$ cat src/biquad_filter_section_defines.svh
// assertion macros used by the biquad section sequencer
`ifndef BIQUAD_FILTER_SECTION_DEFINES_SVH
`define BIQUAD_FILTER_SECTION_DEFINES_SVH

// clocked check with asynchronous reset held off
`define BQS_ASSERT_MSG(lbl, clk, rst_n, prop, msg) \
	lbl: assert property (@(posedge clk) disable iff (!rst_n) prop) else $error(msg);

// same with a fixed message
`define BQS_ASSERT(lbl, clk, rst_n, prop) \
	`BQS_ASSERT_MSG(lbl, clk, rst_n, prop, "bqs check failed")

`endif

$ cat src/bqs_pkg.sv
// types, register indexes and microcode table of the biquad section
package bqs_pkg;

	localparam int CFG_IDX_BITS = 3;
	localparam int STEP_BITS    = 3;
	localparam int GAIN_NUM     = 5;

	// register indexes
	localparam logic [CFG_IDX_BITS-1:0] REG_COEF_SOURCE = 3'd0;
	localparam logic [CFG_IDX_BITS-1:0] REG_FEED_GAIN_0 = 3'd1;
	localparam logic [CFG_IDX_BITS-1:0] REG_FEED_GAIN_1 = 3'd2;
	localparam logic [CFG_IDX_BITS-1:0] REG_FEED_GAIN_2 = 3'd3;
	localparam logic [CFG_IDX_BITS-1:0] REG_BACK_GAIN_1 = 3'd4;
	localparam logic [CFG_IDX_BITS-1:0] REG_BACK_GAIN_2 = 3'd5;

	// places in the gain array
	localparam int GI_A0 = 0;
	localparam int GI_A1 = 1;
	localparam int GI_A2 = 2;
	localparam int GI_B1 = 3;
	localparam int GI_B2 = 4;

	// program steps with a meaning outside the table
	localparam logic [STEP_BITS-1:0] STEP_IDLE = 3'd0;
	localparam logic [STEP_BITS-1:0] STEP_LOAD = 3'd1;
	localparam logic [STEP_BITS-1:0] STEP_OUT  = 3'd6;

	typedef enum logic [2:0] {
		MS_B1_D1,
		MS_B2_D2,
		MS_A1_D1,
		MS_A2_D2,
		MS_A0_W
	} mul_sel_t;

	typedef enum logic [1:0] {
		ACC_HOLD,
		ACC_LOAD_X,
		ACC_ADD,
		ACC_LOAD_HALF
	} acc_op_t;

	typedef enum logic [1:0] {
		FL_NEXT,
		FL_WAIT_IN,
		FL_WAIT_OUT
	} flow_t;

	typedef struct packed {
		logic     capture;
		mul_sel_t mul_sel;
		acc_op_t  acc_op;
		logic     w_en;
		logic     y_en;
		flow_t    flow;
	} ucode_t;

	// control program, one word per step
	function automatic ucode_t ucode_rom(logic [STEP_BITS-1:0] step);
		ucode_t uc;
		uc.capture = 1'b0;
		uc.mul_sel = MS_A0_W;
		uc.acc_op  = ACC_HOLD;
		uc.w_en    = 1'b0;
		uc.y_en    = 1'b0;
		uc.flow    = FL_NEXT;
		unique case (step)
			3'd0: begin
				uc.capture = 1'b1;
				uc.flow    = FL_WAIT_IN;
			end
			3'd1: begin
				uc.acc_op  = ACC_LOAD_X;
				uc.mul_sel = MS_B1_D1;
			end
			3'd2: begin
				uc.acc_op  = ACC_ADD;
				uc.mul_sel = MS_B2_D2;
			end
			3'd3: begin
				uc.w_en    = 1'b1;
				uc.acc_op  = ACC_LOAD_HALF;
				uc.mul_sel = MS_A1_D1;
			end
			3'd4: begin
				uc.acc_op  = ACC_ADD;
				uc.mul_sel = MS_A2_D2;
			end
			3'd5: begin
				uc.acc_op  = ACC_ADD;
				uc.mul_sel = MS_A0_W;
			end
			3'd6: begin
				// product register keeps a0*w while the output stalls
				uc.y_en    = 1'b1;
				uc.mul_sel = MS_A0_W;
				uc.flow    = FL_WAIT_OUT;
			end
			default: begin
				uc.flow = FL_NEXT;
			end
		endcase
		return uc;
	endfunction

endpackage

$ cat src/bqs_in_if.sv
// input channel: sample and per-sample coefficients
interface bqs_in_if #(
	parameter int SAMPLE_BITS = 16,
	parameter int COEF_BITS   = 16
);
	logic                          valid;
	logic                          ready;
	logic signed [SAMPLE_BITS-1:0] sample_in;
	logic signed [COEF_BITS-1:0]   in_feed_0;
	logic signed [COEF_BITS-1:0]   in_feed_1;
	logic signed [COEF_BITS-1:0]   in_feed_2;
	logic signed [COEF_BITS-1:0]   in_back_1;
	logic signed [COEF_BITS-1:0]   in_back_2;

	modport source (
		output valid, sample_in, in_feed_0, in_feed_1, in_feed_2, in_back_1, in_back_2,
		input  ready
	);
	modport sink (
		input  valid, sample_in, in_feed_0, in_feed_1, in_feed_2, in_back_1, in_back_2,
		output ready
	);
endinterface

$ cat src/bqs_out_if.sv
// output channel: filtered sample
interface bqs_out_if #(
	parameter int SAMPLE_BITS = 16
);
	logic                          valid;
	logic                          ready;
	logic signed [SAMPLE_BITS-1:0] sample_out;

	modport source (
		output valid, sample_out,
		input  ready
	);
	modport sink (
		input  valid, sample_out,
		output ready
	);
endinterface

$ cat src/bqs_cfg_regs.sv
// configuration registers: coefficient source and the five gains
module bqs_cfg_regs #(
	parameter int COEF_BITS = 16
) (
	input  logic                                 clk,
	input  logic                                 arst_n,
	input  logic                                 cfg_we,
	input  logic [bqs_pkg::CFG_IDX_BITS-1:0]     cfg_idx,
	input  logic [COEF_BITS-1:0]                 cfg_data,
	output logic                                 coef_source,
	output logic signed [COEF_BITS-1:0]          gain [bqs_pkg::GAIN_NUM]
);

	logic                        coef_source_q;
	logic signed [COEF_BITS-1:0] gain_q [bqs_pkg::GAIN_NUM];

	always_ff @(posedge clk or negedge arst_n) begin
		if (!arst_n) begin
			coef_source_q <= 1'b0;
			for (int i = 0; i < bqs_pkg::GAIN_NUM; i++) begin
				gain_q[i] <= '0;
			end
		end else if (cfg_we) begin
			unique case (cfg_idx)
				bqs_pkg::REG_COEF_SOURCE: coef_source_q <= cfg_data[0];
				bqs_pkg::REG_FEED_GAIN_0: gain_q[bqs_pkg::GI_A0] <= cfg_data;
				bqs_pkg::REG_FEED_GAIN_1: gain_q[bqs_pkg::GI_A1] <= cfg_data;
				bqs_pkg::REG_FEED_GAIN_2: gain_q[bqs_pkg::GI_A2] <= cfg_data;
				bqs_pkg::REG_BACK_GAIN_1: gain_q[bqs_pkg::GI_B1] <= cfg_data;
				bqs_pkg::REG_BACK_GAIN_2: gain_q[bqs_pkg::GI_B2] <= cfg_data;
				default: begin
					// unknown index: write dropped
				end
			endcase
		end
	end

	assign coef_source = coef_source_q;
	assign gain        = gain_q;

endmodule

$ cat src/bqs_sequencer.sv
// step counter and microcode table driving the datapath
`include "biquad_filter_section_defines.svh"

module bqs_sequencer (
	input  logic            clk,
	input  logic            arst_n,
	input  logic            in_valid,
	input  logic            out_busy,
	output logic            in_ready,
	output bqs_pkg::ucode_t ctl
);

	logic [bqs_pkg::STEP_BITS-1:0] step_q, step_d;
	bqs_pkg::ucode_t               uc;

	always_ff @(posedge clk or negedge arst_n) begin
		if (!arst_n) begin
			step_q <= bqs_pkg::STEP_IDLE;
		end else begin
			step_q <= step_d;
		end
	end

	always_comb begin
		uc          = bqs_pkg::ucode_rom(step_q);
		ctl         = uc;
		ctl.capture = uc.capture & in_valid;
		ctl.y_en    = uc.y_en & ~out_busy;
		in_ready    = uc.capture;
		unique case (uc.flow)
			bqs_pkg::FL_WAIT_IN:  step_d = in_valid ? step_q + 3'd1 : step_q;
			bqs_pkg::FL_WAIT_OUT: step_d = out_busy ? step_q : bqs_pkg::STEP_IDLE;
			bqs_pkg::FL_NEXT:     step_d = step_q + 3'd1;
			default:              step_d = bqs_pkg::STEP_IDLE;
		endcase
	end

	`BQS_ASSERT(a_capture_starts, clk, arst_n, ctl.capture |=> step_q == bqs_pkg::STEP_LOAD)
	`BQS_ASSERT(a_result_ends, clk, arst_n, ctl.y_en |=> step_q == bqs_pkg::STEP_IDLE)
	`BQS_ASSERT(a_stall_holds, clk, arst_n, (step_q == bqs_pkg::STEP_OUT && out_busy) |=> step_q == bqs_pkg::STEP_OUT)
	`BQS_ASSERT(a_ready_only_idle, clk, arst_n, in_ready |-> (step_q == bqs_pkg::STEP_IDLE && !ctl.w_en && !ctl.y_en))

endmodule

$ cat src/bqs_datapath.sv
// shared multiplier, accumulator, rounding and saturation, history and output register
module bqs_datapath #(
	parameter int SAMPLE_BITS = 16,
	parameter int COEF_BITS   = 16,
	parameter int STATE_BITS  = 24
) (
	input  logic                          clk,
	input  logic                          arst_n,
	input  bqs_pkg::ucode_t               ctl,
	input  logic                          coef_source,
	input  logic signed [COEF_BITS-1:0]   cfg_gain [bqs_pkg::GAIN_NUM],
	input  logic signed [SAMPLE_BITS-1:0] x_in,
	input  logic signed [COEF_BITS-1:0]   in_gain [bqs_pkg::GAIN_NUM],
	input  logic                          out_ready,
	output logic                          out_valid,
	output logic signed [SAMPLE_BITS-1:0] y_out,
	output logic                          out_busy
);

	localparam int FRAC   = COEF_BITS - 2;
	localparam int PROD_W = COEF_BITS + STATE_BITS;
	localparam int XSH_W  = SAMPLE_BITS + FRAC;
	localparam int ACC_W  = ((PROD_W > XSH_W) ? PROD_W : XSH_W) + 2;

	localparam logic signed [ACC_W-1:0] HALF =
		{{(ACC_W-FRAC){1'b0}}, 1'b1, {(FRAC-1){1'b0}}};
	localparam logic signed [ACC_W-1:0] W_MAX =
		{{(ACC_W-STATE_BITS+1){1'b0}}, {(STATE_BITS-1){1'b1}}};
	localparam logic signed [ACC_W-1:0] W_MIN = ~W_MAX;
	localparam logic signed [ACC_W-1:0] Y_MAX =
		{{(ACC_W-SAMPLE_BITS+1){1'b0}}, {(SAMPLE_BITS-1){1'b1}}};
	localparam logic signed [ACC_W-1:0] Y_MIN = ~Y_MAX;

	logic signed [SAMPLE_BITS-1:0] x_q;
	logic signed [COEF_BITS-1:0]   gain_q [bqs_pkg::GAIN_NUM];
	logic signed [STATE_BITS-1:0]  d1_q, d2_q, w_q;
	logic signed [PROD_W-1:0]      prod_q;
	logic signed [ACC_W-1:0]       acc_q;
	logic signed [SAMPLE_BITS-1:0] y_q;
	logic                          out_valid_q;

	logic signed [COEF_BITS-1:0]   mul_a;
	logic signed [STATE_BITS-1:0]  mul_b;
	logic signed [ACC_W-1:0]       x_ext, prod_ext, sum, sh;
	logic signed [STATE_BITS-1:0]  w_d;
	logic signed [SAMPLE_BITS-1:0] y_d;

	always_comb begin
		case (ctl.mul_sel)
			bqs_pkg::MS_B1_D1: begin mul_a = gain_q[bqs_pkg::GI_B1]; mul_b = d1_q; end
			bqs_pkg::MS_B2_D2: begin mul_a = gain_q[bqs_pkg::GI_B2]; mul_b = d2_q; end
			bqs_pkg::MS_A1_D1: begin mul_a = gain_q[bqs_pkg::GI_A1]; mul_b = d1_q; end
			bqs_pkg::MS_A2_D2: begin mul_a = gain_q[bqs_pkg::GI_A2]; mul_b = d2_q; end
			default:           begin mul_a = gain_q[bqs_pkg::GI_A0]; mul_b = w_q;  end
		endcase
	end

	// x in the accumulator format, half an lsb already in for rounding
	assign x_ext = {{(ACC_W-XSH_W){x_q[SAMPLE_BITS-1]}}, x_q, 1'b1, {(FRAC-1){1'b0}}};
	assign prod_ext = {{(ACC_W-PROD_W){prod_q[PROD_W-1]}}, prod_q};
	assign sum = acc_q + prod_ext;
	assign sh  = sum >>> FRAC;

	always_comb begin
		if (sh > W_MAX) begin
			w_d = W_MAX[STATE_BITS-1:0];
		end else if (sh < W_MIN) begin
			w_d = W_MIN[STATE_BITS-1:0];
		end else begin
			w_d = sh[STATE_BITS-1:0];
		end
		if (sh > Y_MAX) begin
			y_d = Y_MAX[SAMPLE_BITS-1:0];
		end else if (sh < Y_MIN) begin
			y_d = Y_MIN[SAMPLE_BITS-1:0];
		end else begin
			y_d = sh[SAMPLE_BITS-1:0];
		end
	end

	// operands and arithmetic registers
	always_ff @(posedge clk) begin
		if (ctl.capture) begin
			x_q <= x_in;
			for (int i = 0; i < bqs_pkg::GAIN_NUM; i++) begin
				gain_q[i] <= coef_source ? in_gain[i] : cfg_gain[i];
			end
		end
		prod_q <= mul_a * mul_b;
		case (ctl.acc_op)
			bqs_pkg::ACC_LOAD_X:    acc_q <= x_ext;
			bqs_pkg::ACC_ADD:       acc_q <= sum;
			bqs_pkg::ACC_LOAD_HALF: acc_q <= HALF;
			default:                acc_q <= acc_q;
		endcase
		if (ctl.w_en) begin
			w_q <= w_d;
		end
		if (ctl.y_en) begin
			y_q <= y_d;
		end
	end

	// filter history and output valid
	always_ff @(posedge clk or negedge arst_n) begin
		if (!arst_n) begin
			d1_q        <= '0;
			d2_q        <= '0;
			out_valid_q <= 1'b0;
		end else begin
			if (ctl.y_en) begin
				d2_q <= d1_q;
				d1_q <= w_q;
			end
			if (ctl.y_en) begin
				out_valid_q <= 1'b1;
			end else if (out_ready) begin
				out_valid_q <= 1'b0;
			end
		end
	end

	assign out_valid = out_valid_q;
	assign y_out     = y_q;
	assign out_busy  = out_valid_q & ~out_ready;

endmodule

$ cat src/biquad_filter_section.sv
// second-order direct form ii filter section, microcoded over one multiplier
//
//   channel  dir  transaction           payload
//   din      in   one input sample      sample_in, in_feed_0..2, in_back_1..2
//   dout     out  one filtered sample   sample_out
//   cfg      in   register write        cfg_idx, cfg_data
//
// a sample is captured at the first step, then six program steps run the
// five products through the single registered multiplier and accumulator
// the next sample is taken as soon as the program is back at its first step
// a finished sample waits in the output register; the program holds on its last
// step only while that register is still full and not being taken
// reset clears the history, the configuration registers and the step counter; no clearing pass
module biquad_filter_section #(
	parameter int SAMPLE_BITS = 16,
	parameter int COEF_BITS   = 16,
	parameter int STATE_BITS  = 24
) (
	input  logic                             clk,
	input  logic                             arst_n,
	bqs_in_if.sink                           din,
	bqs_out_if.source                        dout,
	input  logic                             cfg_we,
	input  logic [bqs_pkg::CFG_IDX_BITS-1:0] cfg_idx,
	input  logic [COEF_BITS-1:0]             cfg_data
);

	logic                        coef_source;
	logic signed [COEF_BITS-1:0] cfg_gain [bqs_pkg::GAIN_NUM];
	logic signed [COEF_BITS-1:0] in_gain  [bqs_pkg::GAIN_NUM];
	bqs_pkg::ucode_t             ctl;
	logic                        out_busy;

	assign in_gain[bqs_pkg::GI_A0] = din.in_feed_0;
	assign in_gain[bqs_pkg::GI_A1] = din.in_feed_1;
	assign in_gain[bqs_pkg::GI_A2] = din.in_feed_2;
	assign in_gain[bqs_pkg::GI_B1] = din.in_back_1;
	assign in_gain[bqs_pkg::GI_B2] = din.in_back_2;

	bqs_cfg_regs #(
		.COEF_BITS (COEF_BITS)
	) u_cfg (
		.clk         (clk),
		.arst_n      (arst_n),
		.cfg_we      (cfg_we),
		.cfg_idx     (cfg_idx),
		.cfg_data    (cfg_data),
		.coef_source (coef_source),
		.gain        (cfg_gain)
	);

	bqs_sequencer u_seq (
		.clk      (clk),
		.arst_n   (arst_n),
		.in_valid (din.valid),
		.out_busy (out_busy),
		.in_ready (din.ready),
		.ctl      (ctl)
	);

	bqs_datapath #(
		.SAMPLE_BITS (SAMPLE_BITS),
		.COEF_BITS   (COEF_BITS),
		.STATE_BITS  (STATE_BITS)
	) u_dp (
		.clk         (clk),
		.arst_n      (arst_n),
		.ctl         (ctl),
		.coef_source (coef_source),
		.cfg_gain    (cfg_gain),
		.x_in        (din.sample_in),
		.in_gain     (in_gain),
		.out_ready   (dout.ready),
		.out_valid   (dout.valid),
		.y_out       (dout.sample_out),
		.out_busy    (out_busy)
	);

endmodule
$ cat src/flat_wrapper.sv
// flat-port wrapper written by rule: the top's interface ports become plain ports
module biquad_filter_section_flat 
#(
	parameter int SAMPLE_BITS = 16,
	parameter int COEF_BITS   = 16,
	parameter int STATE_BITS  = 24
)
  (clk, arst_n, cfg_we, cfg_idx, cfg_data, din_valid, din_sample_in, din_in_feed_0, din_in_feed_1, din_in_feed_2, din_in_back_1, din_in_back_2, din_ready, dout_valid, dout_sample_out, dout_ready);
  bqs_in_if #(.SAMPLE_BITS(SAMPLE_BITS), .COEF_BITS(COEF_BITS)) din_i ();
  bqs_out_if #(.SAMPLE_BITS(SAMPLE_BITS)) dout_i ();
  input  logic clk;
  input  logic arst_n;
  input  logic cfg_we;
  input  logic [bqs_pkg::CFG_IDX_BITS-1:0] cfg_idx;
  input  logic [COEF_BITS-1:0] cfg_data;
  input wire logic [$bits(din_i.valid)-1:0] din_valid;
  input wire logic [$bits(din_i.sample_in)-1:0] din_sample_in;
  input wire logic [$bits(din_i.in_feed_0)-1:0] din_in_feed_0;
  input wire logic [$bits(din_i.in_feed_1)-1:0] din_in_feed_1;
  input wire logic [$bits(din_i.in_feed_2)-1:0] din_in_feed_2;
  input wire logic [$bits(din_i.in_back_1)-1:0] din_in_back_1;
  input wire logic [$bits(din_i.in_back_2)-1:0] din_in_back_2;
  output wire logic [$bits(din_i.ready)-1:0] din_ready;
  output wire logic [$bits(dout_i.valid)-1:0] dout_valid;
  output wire logic [$bits(dout_i.sample_out)-1:0] dout_sample_out;
  input wire logic [$bits(dout_i.ready)-1:0] dout_ready;
  assign din_i.valid = din_valid;
  assign din_i.sample_in = din_sample_in;
  assign din_i.in_feed_0 = din_in_feed_0;
  assign din_i.in_feed_1 = din_in_feed_1;
  assign din_i.in_feed_2 = din_in_feed_2;
  assign din_i.in_back_1 = din_in_back_1;
  assign din_i.in_back_2 = din_in_back_2;
  assign din_ready = din_i.ready;
  assign dout_valid = dout_i.valid;
  assign dout_sample_out = dout_i.sample_out;
  assign dout_i.ready = dout_ready;
  biquad_filter_section #(.SAMPLE_BITS(SAMPLE_BITS), .COEF_BITS(COEF_BITS), .STATE_BITS(STATE_BITS)) u_core (.clk(clk), .arst_n(arst_n), .din(din_i), .dout(dout_i), .cfg_we(cfg_we), .cfg_idx(cfg_idx), .cfg_data(cfg_data));
endmodule
$ cat config.mk
export PLATFORM = sky130hd
export DESIGN_NAME = biquad_filter_section_flat
export DESIGN_NICKNAME = d
export VERILOG_FILES = /design/src/bqs_pkg.sv /design/src/bqs_in_if.sv /design/src/bqs_out_if.sv /design/src/bqs_cfg_regs.sv /design/src/bqs_sequencer.sv /design/src/bqs_datapath.sv /design/src/biquad_filter_section.sv /design/src/flat_wrapper.sv
export VERILOG_INCLUDE_DIRS = /design/src /design/src/src
export SDC_FILE = /design/constraint.sdc
export NUM_CORES = 2
export LEC_CHECK = 0
export ABC_CLOCK_PERIOD_IN_PS = 23000
export BUFFER_PORTS_ARGS = -buffer_cell sky130_fd_sc_hd__buf_4
export CAP_MARGIN = 20
export CORE_UTILIZATION = 30
export CTS_CLUSTER_DIAMETER = 60
export DETAILED_ROUTE_END_ITERATION = 8
export PLACE_DENSITY_LB_ADDON = 0.3
export SLEW_MARGIN = 20
export SYNTH_ARGS = -nofsm -noshare
export SYNTH_HDL_FRONTEND = slang
export SYNTH_SLANG_ARGS = --single-unit
$ cat constraint.sdc
create_clock -name clk -period 23 [get_ports clk]
set_input_delay 1.15 -clock clk [delete_from_list [all_inputs] [get_ports clk]]
set_output_delay 1.15 -clock clk [all_outputs]
set_load 0.05 [all_outputs]
==> results.py <==
metrics = {
    "grt": {
        "use_met2_pct": 30.10,
        "antenna_found_initial": 3,
        "grt_pass1_vias": 21993,
        "grt_first_pass_wirelength_um": 132900,
        "busiest_layer": "met2",
        "use_met1_pct": 23.24,
        "grt_overflow": 0,
        "grt_max_degree": 82,
        "grt_usage_pct": 17.46,
        "use_met3_pct": 2.113,
    },
    "synth": {
        "synthTopCellsByCount": "inv_1, fa_1, nand2_1, nor2_1, mux2_2",
        "ys_ff_latch": 351,
        "synth-edff-count": 178,
        "synthTopCellsByArea": "fa_1, edfxtp_1, dfrtp_1, mux2_2, ha_1",
        "synth_area_um2": 29760,
        "syn_nets": 3450,
        "synthCells": 2815,
        "ys_types": 72,
        "avgSynthCellArea_um2": 10.57,
        "synth_warnings": 0,
        "synth_flop_cell": "edfxtp_1",
        "yosysMostFrequentCell": "inv_1",
        "yosysTopAreaCell": "fa_1",
        "synth_top_area_share_pct": 25.22,
        "async_flop_share_pct": 37.89,
        "yosysSeqAreaShare_pct": 31.83,
    },
    "timing": {
        "fin_crit_ps": 9666,
        "rsz0062_at_grt": "false",
        "fin_setup_tns_ps": 0,
        "slew_viol_final": 0,
        "maxSlewHeadroom_pct": 24.82,
        "fmax_ghz": 0.1035,
        "setup_violations": 0,
        "finalHoldViolCount": 0,
        "worst_pin_slew_ps": 1128,
        "fin_skew_ps": 33.33,
        "fin_crit_sh_pct": 42.02,
    },
    "cells_and_area": {
        "final_nets": 3569,
        "drive_above_1_share_pct": 17.38,
        "area_growth_syn_to_layout_pct": 13.71,
        "fillCellCount": 9955,
        "final_cells": 4257,
    },
    "drt": {
        "route.detailed.drc": 0,
        "viasPerCell": 4.878,
        "drt_iter0_drc": 1311,
        "vias": 20766,
        "firstDrtPassIters": 5,
        "avgRoutedWirePerCell_um": 19.91,
        "routed_wl_um": 84750,
        "ant_nets": 0,
    },
    "hold_path": {
        "hold_class": "flop to flop",
        "min_to": "u_core.u_cfg.gain[13]",
        "min-delay-start": "u_core.u_cfg.gain[13]",
        "worstHoldPathCells": 1,
    },
    "place": {
        "post-dp-hpwl_um": 65910,
        "gp_congestion": 0.8958,
        "io_buffers": 137,
        "place_inst": 4175,
    },
    "setup_path": {
        "cp_top_family": "adder cells",
        "crit_path_frequent_cell": "fa_1",
        "cp_max_fo": 23,
        "cp-start-kind": "flop",
        "crit_arrival_ps": 10170,
        "rr_worst_depth": 32,
        "r2r_slack_ps": 13330,
        "crit_slowest_cell": "a21oi_1",
        "end_kind": "flop",
        "critical_path.startpoint": "u_core.u_seq.step_q[2]",
        "critical_path_buf_inv_count": 9,
        "reg2reg_to": "u_core.u_dp.prod_q[39]",
        "critPathKind": "flop to flop",
        "critPathMaxStageDelay_ps": 900,
        "r2r-start": "u_core.u_seq.step_q[2]",
        "cp_data_required_time_ps": 23500,
    },
    "clocking": {
        "clkSlewWorstSetupHoldPaths_ps": 60,
        "post_cts_resized": 0,
        "cts.sinks": 351,
        "clk_latency_ps": 590,
        "cts-htree-levels": 2,
        "clock_path_buffers": 3,
        "hold_buffers": 0,
        "postCtsSetupBuffers": 0,
        "cts_buffers": 43,
        "tritoncts": "done",
        "root_buffer": "clkbuf_16",
    },
    "floorplanning": {
        "ios": 138,
        "chipHeight_um": 317.0,
        "dieArea_um2": 100500,
        "die_w_um": 317.0,
        "start_util_pct": 30.28,
        "num_rows": 115,
        "coreArea_um2": 98280,
    },
    "job": {
        "cap_viol_max_count": 0,
    },
    "status": {
        "status": "completed",
    },
}
==> worst register-to-register path, delay by kind of cell (launching register included) <==
family                   cells  cell delay [ps]
AO/OA/AOI/OAI                7             2510
buffers and inverters        9             1430
adder cells (fa/ha/maj)      7             3380
AND/OR/NAND/NOR              7             1470
XOR/XNOR                     1              130
multiplexers                 1              190
flip-flops                   1              500
==> through the flow <==
step / setup WS (ps) / area [µm²] / hold slack (ps) / utilization [%]
floorplan: 14050 / 29760 / 475.4 / -
global placement: 13240 / 32400 / 482.3 / 32.96
detailed placement: 13230 / 32400 / 490.1 / 32.97
CTS: 13140 / 33830 / 503.7 / 34.42
global route: 12670 / 33840 / 514.2 / 34.44
finish: 13330 / 33840 / 500.9 / 34.44
==> cell type report <==
cell class	count	area, µm²	area share (%)
inverters	444	1667	4.924
clock buffers	58	1246	3.682
repair buffers	186	1400	4.137
multi-input cells	1908	18260	53.96
clock inverters	22	176.4	0.5213
flip-flops and latches	351	9479	28.01
well taps	1287	1610	4.758
diodes	1	2.502	0.007394
==> flip-flops by register name, indices dropped and copies added, names as in the netlist, 24 cells and up <==
register / count
u_core.u_cfg.gain: 80
u_core.u_dp.acc_q: 42
u_core.u_dp.d1_q: 24
u_core.u_dp.d2_q: 24
u_core.u_dp.gain_q: 80
u_core.u_dp.prod_q: 40
u_core.u_dp.w_q: 24
==> logic make-up after synthesis <==
family | after synthesis | synth area share, %
and+or+nand+nor | 668 | 9.657
DFF | 351 | 31.83
adders and majority gates | 515 | 31.11
muxes | 239 | 8.917
buffers and inverters | 556 | 7.075
xor gates and xnor gates | 77 | 2.291
AOI/OAI and AO/OA | 409 | 9.119
==> worst max path at each step <==
stage	endpoint	slack [ps]	cells past startpoint
after floorplan	u_core.u_dp.prod_q[39]	14050	29
after global placement	u_core.u_dp.prod_q[39]	13240	32
after detailed placement	u_core.u_dp.prod_q[39]	13230	32
after CTS	u_core.u_dp.prod_q[39]	13140	32
after global routing	u_core.u_dp.prod_q[39]	12670	33
final	u_core.u_dp.prod_q[39]	13330	32
==> metal layers <==
metal | vias to the layer above | wire, µm
met2 | 530 | 41670
met1 | 10672 | 36950
met5 | - | 19
met3 | 100 | 4169
met4 | 4 | 1942
li1 | 9460 | -
==> placed cells by master (no fill, tap or decap), types with 7 or more instances in the layout <==
| master | Yosys | routed |
|---|---|---|
| inv_1 | 443 | 443 |
| fa_1 | 375 | 375 |
| nand2_1 | 281 | 281 |
| nor2_1 | 226 | 224 |
| mux2_2 | 209 | 209 |
| buf_4 | 0 | 185 |
| edfxtp_1 | 178 | 178 |
| ha_1 | 140 | 140 |
| dfrtp_1 | 133 | 131 |
| a21oi_1 | 115 | 111 |
| o21ai_0 | 95 | 94 |
| a21o_1 | 54 | 54 |
| xnor2_1 | 52 | 51 |
| clkbuf_16 | 0 | 46 |
| dfxtp_1 | 40 | 40 |
| mux2i_1 | 30 | 30 |
| nand2b_1 | 25 | 24 |
| xor2_1 | 24 | 24 |
| and2_1 | 24 | 23 |
| nor3_1 | 23 | 22 |
| nand3_1 | 22 | 22 |
| and3_1 | 19 | 19 |
| nor2b_1 | 15 | 15 |
| a221o_1 | 12 | 12 |
| a211oi_1 | 13 | 12 |
| o211ai_1 | 11 | 11 |
| a221oi_1 | 14 | 11 |
| or2_2 | 10 | 10 |
| o21bai_1 | 10 | 10 |
| o21ai_2 | 10 | 10 |
| a22oi_1 | 9 | 9 |
| a31oi_1 | 10 | 9 |
| clkinv_1 | 1 | 7 |
| clkinv_2 | 0 | 7 |
| clkbuf_1 | 103 | 7 |
Power is not shown: default switching activity piles up to over one toggle a cycle in this logic, so the estimate is an artifact.
